`src/rtl/sofcrc_pkg.sv`:
```
// ----------------------------------------------------------------------------
// sofcrc_pkg: shared types and constants for the framed CRC-8 receiver
// Holds the frame phase type, the record passed from front to back, result
// codes and the bytewise CRC-8 update.
// ----------------------------------------------------------------------------
package sofcrc_pkg;

	localparam logic [7:0] SOF_BYTE    = 8'hAA;
	localparam logic [7:0] CRC_POLY    = 8'h07;
	localparam int         PAYLOAD_LEN = 4;
	localparam int         PAY_IDX_W   = $clog2(PAYLOAD_LEN);

	localparam int DATA_W  = 15;
	localparam int REDUN_W = 10;
	localparam int ERRCNT_W = 16;

	// default depth of the queue between front and back
	localparam int QUEUE_DEPTH_DEF = 2;

	// result codes
	localparam logic RK_FRAME    = 1'b0;
	localparam logic RK_MISMATCH = 1'b1;

	typedef enum logic [1:0] {
		PH_HUNT,
		PH_COLLECT,
		PH_CHECK
	} phase_t;

	// one finished frame, as classified by the front
	typedef struct packed {
		logic               crc_ok;
		logic [DATA_W-1:0]  data_word;
		logic [REDUN_W-1:0] redundancy_word;
		logic               parity_bit;
	} frame_rec_t;

	// CRC-8, MSB first, no reflection, one byte
	function automatic logic [7:0] crc8_byte(input logic [7:0] acc, input logic [7:0] b);
		logic [7:0] c;
		c = acc ^ b;
		for (int k = 0; k < 8; k++) begin
			if (c[7]) begin
				c = {c[6:0], 1'b0} ^ CRC_POLY;
			end else begin
				c = {c[6:0], 1'b0};
			end
		end
		return c;
	endfunction

endpackage

```
`src/rtl/sof_crc8_frame_receiver_top.sv`:
```
// ----------------------------------------------------------------------------
// sof_crc8_frame_receiver_top: framed byte receiver with CRC-8 check
// Start-byte hunt, four-byte payload, CRC-8 (poly 0x07) check byte, one
// result request per frame.
// ----------------------------------------------------------------------------
// The block takes one received byte per clock on the in_valid/in_ready
// channel. It ignores bytes until it sees 0xAA, then stores four payload
// bytes while updating a CRC-8 (poly 0x07, init 0, MSB first) one byte per
// cycle, and compares the fifth byte with that CRC. A start byte inside a
// frame is plain data. Every check byte yields exactly one result request:
// result_kind 0 carries the unpacked data word, redundancy word and parity
// bit; result_kind 1 carries zeroed fields, the bumped 16-bit wrapping
// mismatch count in error_count and marker_request = debug_marker_enable.
// error_count always shows the count after that result. Rate: one byte per
// cycle while the frame queue has room; the CRC update in the front is
// combinational. A result passes from its check byte through the queue row,
// written on the accepting edge, and then through the output register.
// The front only stalls on a check byte when the frame queue is
// full; the queue (QUEUE_DEPTH records) lets the output side stall freely.
// Write debug_marker_enable through cfg_wr_en/cfg_wr_data only while idle.
// ----------------------------------------------------------------------------
module sof_crc8_frame_receiver_top #(
	parameter int QUEUE_DEPTH = sofcrc_pkg::QUEUE_DEPTH_DEF
) (
	input  logic                            clk,
	input  logic                            arst_n,
	// configuration
	input  logic                            cfg_wr_en,
	input  logic                            cfg_wr_data,
	// byte input
	input  logic                            in_valid,
	output logic                            in_ready,
	input  logic [7:0]                      rx_byte,
	// result output
	output logic                            out_valid,
	input  logic                            out_ready,
	output logic                            result_kind,
	output logic [sofcrc_pkg::DATA_W-1:0]   data_word,
	output logic [sofcrc_pkg::REDUN_W-1:0]  redundancy_word,
	output logic                            parity_bit,
	output logic [sofcrc_pkg::ERRCNT_W-1:0] error_count,
	output logic                            marker_request
);
	import sofcrc_pkg::*;

	logic       debug_marker_enable_q;

	// front -> queue
	logic       push_valid;
	logic       push_ready;
	frame_rec_t push_data;

	// queue -> back
	logic       pop_valid;
	logic       pop_ready;
	frame_rec_t pop_data;

	// the one configuration register
	always_ff @(posedge clk or negedge arst_n) begin
		if (!arst_n) begin
			debug_marker_enable_q <= 1'b0;
		end else if (cfg_wr_en) begin
			debug_marker_enable_q <= cfg_wr_data;
		end
	end

	// front: hunt, collect, incremental CRC, classify
	sofcrc_front u_front (
		.clk        (clk),
		.arst_n     (arst_n),
		.in_valid   (in_valid),
		.in_ready   (in_ready),
		.rx_byte    (rx_byte),
		.push_valid (push_valid),
		.push_ready (push_ready),
		.push_data  (push_data)
	);

	// frame queue between the two halves
	sofcrc_fifo #(
		.DEPTH (QUEUE_DEPTH)
	) u_fifo (
		.clk        (clk),
		.arst_n     (arst_n),
		.push_valid (push_valid),
		.push_ready (push_ready),
		.push_data  (push_data),
		.pop_valid  (pop_valid),
		.pop_ready  (pop_ready),
		.pop_data   (pop_data)
	);

	// back: mismatch count and result register
	sofcrc_back u_back (
		.clk             (clk),
		.arst_n          (arst_n),
		.pop_valid       (pop_valid),
		.pop_ready       (pop_ready),
		.pop_data        (pop_data),
		.marker_enable   (debug_marker_enable_q),
		.out_valid       (out_valid),
		.out_ready       (out_ready),
		.result_kind     (result_kind),
		.data_word       (data_word),
		.redundancy_word (redundancy_word),
		.parity_bit      (parity_bit),
		.error_count     (error_count),
		.marker_request  (marker_request)
	);

	// a check byte must not be taken while the queue is full
	a_no_drop_on_full: assert property (@(posedge clk) disable iff (!arst_n)
		(push_valid && !push_ready) |-> !in_ready)
		else $error("check byte accepted with frame queue full");

	// a popped record always shows up as a result next cycle
	a_pop_to_result: assert property (@(posedge clk) disable iff (!arst_n)
		(pop_valid && pop_ready) |=> out_valid)
		else $error("popped frame record did not reach the output");

	// a mismatch record becomes a mismatch result with the marker setting
	a_mismatch_result: assert property (@(posedge clk) disable iff (!arst_n)
		(pop_valid && pop_ready && !pop_data.crc_ok) |=>
		(result_kind == RK_MISMATCH && marker_request == $past(debug_marker_enable_q)
		&& error_count == $past(error_count) + 1'b1))
		else $error("mismatch result malformed");

endmodule

```
`src/rtl/sofcrc_front.sv`:
```
// ----------------------------------------------------------------------------
// sofcrc_front: byte intake and frame classification
// Hunts for the start byte, stores the payload, updates the CRC per byte and
// pushes one frame record into the queue on the check byte.
// ----------------------------------------------------------------------------
module sofcrc_front (
	input  logic                   clk,
	input  logic                   arst_n,
	input  logic                   in_valid,
	output logic                   in_ready,
	input  logic [7:0]             rx_byte,
	output logic                   push_valid,
	input  logic                   push_ready,
	output sofcrc_pkg::frame_rec_t push_data
);
	import sofcrc_pkg::*;

	phase_t               phase_q;
	phase_t               phase_d;
	logic [PAY_IDX_W-1:0] count_q;
	logic [7:0]           crc_q;
	logic [7:0]           payload_q [PAYLOAD_LEN];
	logic                 accept;

	assign accept = in_valid && in_ready;

	// next state
	always_comb begin
		phase_d = phase_q;
		unique case (phase_q)
			PH_HUNT: begin
				if (accept && rx_byte == SOF_BYTE) begin
					phase_d = PH_COLLECT;
				end
			end
			PH_COLLECT: begin
				if (accept && count_q == PAY_IDX_W'(PAYLOAD_LEN - 1)) begin
					phase_d = PH_CHECK;
				end
			end
			default: begin
				// check byte; the unused code behaves the same
				if (accept) begin
					phase_d = PH_HUNT;
				end
			end
		endcase
	end

	// outputs
	always_comb begin
		in_ready   = 1'b1;
		push_valid = 1'b0;
		unique case (phase_q)
			PH_HUNT, PH_COLLECT: begin
				in_ready = 1'b1;
			end
			default: begin
				in_ready   = push_ready;
				push_valid = in_valid;
			end
		endcase
	end

	always_ff @(posedge clk or negedge arst_n) begin
		if (!arst_n) begin
			phase_q <= PH_HUNT;
			count_q <= '0;
			crc_q   <= '0;
		end else begin
			phase_q <= phase_d;
			if (accept && phase_q == PH_HUNT) begin
				count_q <= '0;
				crc_q   <= '0;
			end else if (accept && phase_q == PH_COLLECT) begin
				count_q <= count_q + 1'b1;
				crc_q   <= crc8_byte(crc_q, rx_byte);
			end
		end
	end

	always_ff @(posedge clk) begin
		if (accept && phase_q == PH_COLLECT) begin
			payload_q[count_q] <= rx_byte;
		end
	end

	always_comb begin
		push_data.crc_ok          = (rx_byte == crc_q);
		push_data.data_word       = {payload_q[1][6:0], payload_q[0]};
		push_data.redundancy_word = {payload_q[3][1:0], payload_q[2]};
		push_data.parity_bit      = payload_q[1][7];
	end

endmodule

```
`src/rtl/sofcrc_fifo.sv`:
```
// ----------------------------------------------------------------------------
// sofcrc_fifo: short frame-record queue
// Decouples the byte front from the result back; full/empty by count.
// ----------------------------------------------------------------------------
module sofcrc_fifo #(
	parameter int DEPTH = sofcrc_pkg::QUEUE_DEPTH_DEF
) (
	input  logic                   clk,
	input  logic                   arst_n,
	input  logic                   push_valid,
	output logic                   push_ready,
	input  sofcrc_pkg::frame_rec_t push_data,
	output logic                   pop_valid,
	input  logic                   pop_ready,
	output sofcrc_pkg::frame_rec_t pop_data
);
	import sofcrc_pkg::*;

	localparam int PTR_W = (DEPTH > 1) ? $clog2(DEPTH) : 1;
	localparam int CNT_W = $clog2(DEPTH + 1);

	frame_rec_t       rows_q [DEPTH];
	logic [PTR_W-1:0] wr_ptr_q;
	logic [PTR_W-1:0] rd_ptr_q;
	logic [CNT_W-1:0] cnt_q;
	logic             do_push;
	logic             do_pop;

	assign push_ready = (cnt_q != CNT_W'(DEPTH));
	assign pop_valid  = (cnt_q != '0);
	assign pop_data   = rows_q[rd_ptr_q];
	assign do_push    = push_valid && push_ready;
	assign do_pop     = pop_valid && pop_ready;

	always_ff @(posedge clk or negedge arst_n) begin
		if (!arst_n) begin
			wr_ptr_q <= '0;
			rd_ptr_q <= '0;
			cnt_q    <= '0;
		end else begin
			if (do_push) begin
				wr_ptr_q <= (wr_ptr_q == PTR_W'(DEPTH - 1)) ? '0 : wr_ptr_q + 1'b1;
			end
			if (do_pop) begin
				rd_ptr_q <= (rd_ptr_q == PTR_W'(DEPTH - 1)) ? '0 : rd_ptr_q + 1'b1;
			end
			if (do_push && !do_pop) begin
				cnt_q <= cnt_q + 1'b1;
			end else if (do_pop && !do_push) begin
				cnt_q <= cnt_q - 1'b1;
			end
		end
	end

	always_ff @(posedge clk) begin
		if (do_push) begin
			rows_q[wr_ptr_q] <= push_data;
		end
	end

endmodule

```
`src/rtl/sofcrc_back.sv`:
```
// ----------------------------------------------------------------------------
// sofcrc_back: result formation
// Pops frame records, keeps the mismatch count and holds the result in an
// output register.
// ----------------------------------------------------------------------------
module sofcrc_back (
	input  logic                            clk,
	input  logic                            arst_n,
	input  logic                            pop_valid,
	output logic                            pop_ready,
	input  sofcrc_pkg::frame_rec_t          pop_data,
	input  logic                            marker_enable,
	output logic                            out_valid,
	input  logic                            out_ready,
	output logic                            result_kind,
	output logic [sofcrc_pkg::DATA_W-1:0]   data_word,
	output logic [sofcrc_pkg::REDUN_W-1:0]  redundancy_word,
	output logic                            parity_bit,
	output logic [sofcrc_pkg::ERRCNT_W-1:0] error_count,
	output logic                            marker_request
);
	import sofcrc_pkg::*;

	logic                out_valid_q;
	logic                kind_q;
	logic [DATA_W-1:0]   data_q;
	logic [REDUN_W-1:0]  redun_q;
	logic                parity_q;
	logic [ERRCNT_W-1:0] err_cnt_q;
	logic [ERRCNT_W-1:0] err_cnt_d;
	logic                marker_q;
	logic                do_pop;

	assign pop_ready = !out_valid_q || out_ready;
	assign do_pop    = pop_valid && pop_ready;
	assign err_cnt_d = pop_data.crc_ok ? err_cnt_q : err_cnt_q + 1'b1;

	always_ff @(posedge clk or negedge arst_n) begin
		if (!arst_n) begin
			out_valid_q <= 1'b0;
			err_cnt_q   <= '0;
		end else begin
			if (do_pop) begin
				out_valid_q <= 1'b1;
				err_cnt_q   <= err_cnt_d;
			end else if (out_ready) begin
				out_valid_q <= 1'b0;
			end
		end
	end

	// result payload; a mismatch carries zeroed frame fields
	always_ff @(posedge clk) begin
		if (do_pop) begin
			if (pop_data.crc_ok) begin
				kind_q   <= RK_FRAME;
				data_q   <= pop_data.data_word;
				redun_q  <= pop_data.redundancy_word;
				parity_q <= pop_data.parity_bit;
				marker_q <= 1'b0;
			end else begin
				kind_q   <= RK_MISMATCH;
				data_q   <= '0;
				redun_q  <= '0;
				parity_q <= 1'b0;
				marker_q <= marker_enable;
			end
		end
	end

	assign out_valid       = out_valid_q;
	assign result_kind     = kind_q;
	assign data_word       = data_q;
	assign redundancy_word = redun_q;
	assign parity_bit      = parity_q;
	assign error_count     = err_cnt_q;
	assign marker_request  = marker_q;

endmodule

```
`config.mk`:
```
export PLATFORM = sky130hd
export DESIGN_NAME = sof_crc8_frame_receiver_top
export DESIGN_NICKNAME = d
export VERILOG_FILES = /design/src/rtl/sofcrc_pkg.sv /design/src/rtl/sof_crc8_frame_receiver_top.sv /design/src/rtl/sofcrc_front.sv /design/src/rtl/sofcrc_fifo.sv /design/src/rtl/sofcrc_back.sv
export SDC_FILE = /design/constraint.sdc
export NUM_CORES = 1
export LEC_CHECK = 0
export BUFFER_PORTS_ARGS = -buffer_cell sky130_fd_sc_hd__buf_2
export CELL_PAD_IN_SITES_DETAIL_PLACEMENT = 1
export CELL_PAD_IN_SITES_GLOBAL_PLACEMENT = 2
export CORE_ASPECT_RATIO = 1.5
export CORE_MARGIN = 2
export CORE_UTILIZATION = 44
export CTS_BUF_LIST = sky130_fd_sc_hd__clkbuf_4
export DETAILED_ROUTE_END_ITERATION = 7
export PLACE_DENSITY_LB_ADDON = 0.3
export SYNTH_ARGS = -nofsm -noshare
export SYNTH_HDL_FRONTEND = slang
export SYNTH_SLANG_ARGS = --single-unit
```
`constraint.sdc`:
```
create_clock -name clk -period 2.75 [get_ports clk]
set_clock_uncertainty 0.1 [all_clocks]
set_input_delay 0.275 -clock clk [delete_from_list [all_inputs] [get_ports clk]]
set_output_delay 0.275 -clock clk [all_outputs]
set_load 0.05 [all_outputs]
```
==> results.json <==
{
  "busiest_layer": "met2",
  "cts_resized": 0,
  "p_sw_mw": 1.962,
  "initial_utilization": 0.4472,
  "netlist_top_cells_count": "108 x edfxtp_1, 34 x dfrtp_1, 32 x nor2_1",
  "pin_count": 60,
  "combPwrFrac": 0.265,
  "routed_wire_length_per_instance_um": 16.19,
  "cts_buffer_depth": 2,
  "slew_headroom": 0.3328,
  "grt_setup_unrepaired": "false",
  "area_growth_pct": 16.92,
  "syn_avg_cell_area_um2": 16.63,
  "rows": 50,
  "async_flop_share": 0.2394,
  "hp-class": "in -> async",
  "die_h_um": 141.4,
  "reg2reg_depth": 3,
  "hold_viol_final": 0,
  "grt_pass1_wl_um": 15920,
  "synthCells": 333,
  "synth_area_leaders": "edfxtp_1 59%, dfrtp_1 15%, mux2i_1 4.9%",
  "ys_warn_count": 0,
  "antenna_found_initial": 1,
  "cts.clk_slew.worst_paths_ps": 120,
  "critPathKind": "reg -> reg",
  "fin_nets": 442,
  "period_share": 0.6993,
  "layout_setup_ws_ps": 827.0,
  "tns_ps": 0,
  "p_leak_nw": 2.623,
  "cp-startpoint": "u_back.out_valid",
  "track_usage": 0.1579,
  "portBuffers": 59,
  "vias": 2882,
  "clk_latency_ps": 510,
  "stdcell_area_um2": 6476,
  "hpwl_um": 6556,
  "reg2reg_from": "u_back.out_valid",
  "powerDensity_nw_per_um2": 868.8,
  "initialDrtViolationCount": 128,
  "synth_most_common_cell": "edfxtp_1",
  "multi_input_area_um2": 1399,
  "drive_above_1_share": 0.2407,
  "swShare": 0.3488,
  "r2r-end": "u_back.data_word[3]",
  "synth_largest_area_cell": "edfxtp_1",
  "clock.fmax_mhz": 520.0,
  "regArea_um2": 4094,
  "period_minus_slack_ps": 1923,
  "cts-buffers-inserted": 17,
  "internal_power_mw": 3.664,
  "gp_congestion": 0.7484,
  "drt_wl_total_um": 9538,
  "vias_per_cell": 4.893,
  "grt_pass1_vias": 3104,
  "synth_seq_cells": 142,
  "power_frac_clock": 0.255,
  "r2r_slack_ps": 830,
  "grt_max_degree": 35,
  "postRouteAntennaNets": 0,
  "ys.flop_type": "edfxtp_1",
  "grt_util_met3": 0.03558,
  "start_kind": "register",
  "die-width_um": 95.61,
  "grt_remaining_overflow": 0,
  "yosysUniqueCellTypes": 37,
  "synth-seq-area-share": 0.7391,
  "p_seq_frac": 0.480,
  "path_max_fanout": 28,
  "drc_errors": 0,
  "placed_area_um2": 6028,
  "tightest_slew_ps": 999.6,
  "postCtsSetupBuffers": 0,
  "setup_viol": 0,
  "dr.pass1.iters": 4,
  "core_area_um2": 12390,
  "synth_edf_count": 108,
  "synth_top_area_share": 0.5855,
  "peakVddDrop_mv": 0.4243,
  "hold_buffers": 13,
  "place_ws_ps": 780.8,
  "root_buffer": "clkbuf_4",
  "power_mw": 5.627,
  "htreeDepth": 4,
  "critPathCaptureType": "register",
  "netlist_area_um2": 5539,
  "clkSinkCount": 142,
  "grt_use_met2": 0.2801,
  "tritoncts": "yes",
  "timing_max_transition_violations_final": 0,
  "outcome": "complete, no violations",
  "grt_use_met1": 0.1802,
  "syn_nets": 356,
  "fillers": 1238,
  "cap_violations": 0,
  "cp_data_arrival_time_ps": 1970,
  "dieArea_um2": 13520,
  "required_ps": 2790
}
[layout by cell type (no fill, tap or decap), types with 8 or more instances in the layout]
master,count
buf_2,59
dfrtp_1,34
o21ai_0,8
mux2i_1,26
dlygate4sd3_1,13
nand3_1,10
edfxtp_1,108
ha_1,9
xor2_1,10
xnor2_1,23
nand2_1,13
clkbuf_4,17
nor2_1,31
[power by group through the flow]
stage | sequential, mW | combinational, mW | clock (mW)
floorplan | 3.32 | 0.598 | 0
global placement | 2.74 | 1.47 | 0
detailed placement | 2.75 | 1.50 | 0
CTS | 2.70 | 1.52 | 1.47
global route | 2.74 | 1.61 | 1.57
finish | 2.70 | 1.49 | 1.43
[final cells by class]
type	instances	share of cell area
flip-flops and latches	142	0.6321
multi-input cells	178	0.2160
diodes	1	0.0003864
inverters	4	0.002318
clock inverters	15	0.02898
clock buffers	17	0.01971
well taps	156	0.03014
repair buffers	76	0.07032
[stage by stage]
step           hold WS, ps  instances    util
6_report             268.7        589  0.5228
5_1_grt              287.2        589  0.5228
4_1_cts              264.5        588  0.5226
3_5_place_dp         315.5        543  0.4867
3_3_place_gp         317.4        543  0.4867
2_1_floorplan       -120.6        333       -
[routing by layer]
metal,wire (µm),vias up,part of all wire
met5,0,-,0
met4,183,0,0.019
met3,272,11,0.029
met2,5328,58,0.56
met1,3754,1425,0.39
li1,-,1388,-
[state kept, by name (all words and copies together) (netlist names), 2 cells and up]
name	cells
u_back.redundancy_word	10
u_front.count_q	2
u_back.error_count	16
u_front.crc_q	8
u_front.payload_q	26
u_fifo.rows_q	54
u_fifo.cnt_q	2
u_front.phase_q	2
u_back.data_word	15
[how the worst max path moves through the flow]
stage,endpoint,depth (start not counted)
after floorplan,u_fifo.rows_q[0][0],3
after global routing,u_back.redundancy_word[5],3
final,u_back.data_word[3],3
after detailed placement,u_back.data_word[13],4
after CTS,u_back.data_word[3],3
after global placement,u_back.data_word[11],4
[cell families (layout without fill, tap and decap cells)]
family	Yosys count	count (layout)	share of synthesized area
AOI/OAI and AO/OA	15	15	0.01672
xor gates and xnor gates	39	39	0.07477
adders and majority gates	9	9	0.02033
buffers and inverters	13	112	0.009485
DFF	142	142	0.7391
muxes	32	32	0.05896
other	0	1	0
and+or+nand+nor	83	83	0.08064
[worst max-delay path, cell delays in order (launching register included)]
cell and delay (ps):
dfrtp_1 410, nand2b_1 90, o21ai_0 170, inv_1 770
Power figures use the tool's default switching activity.
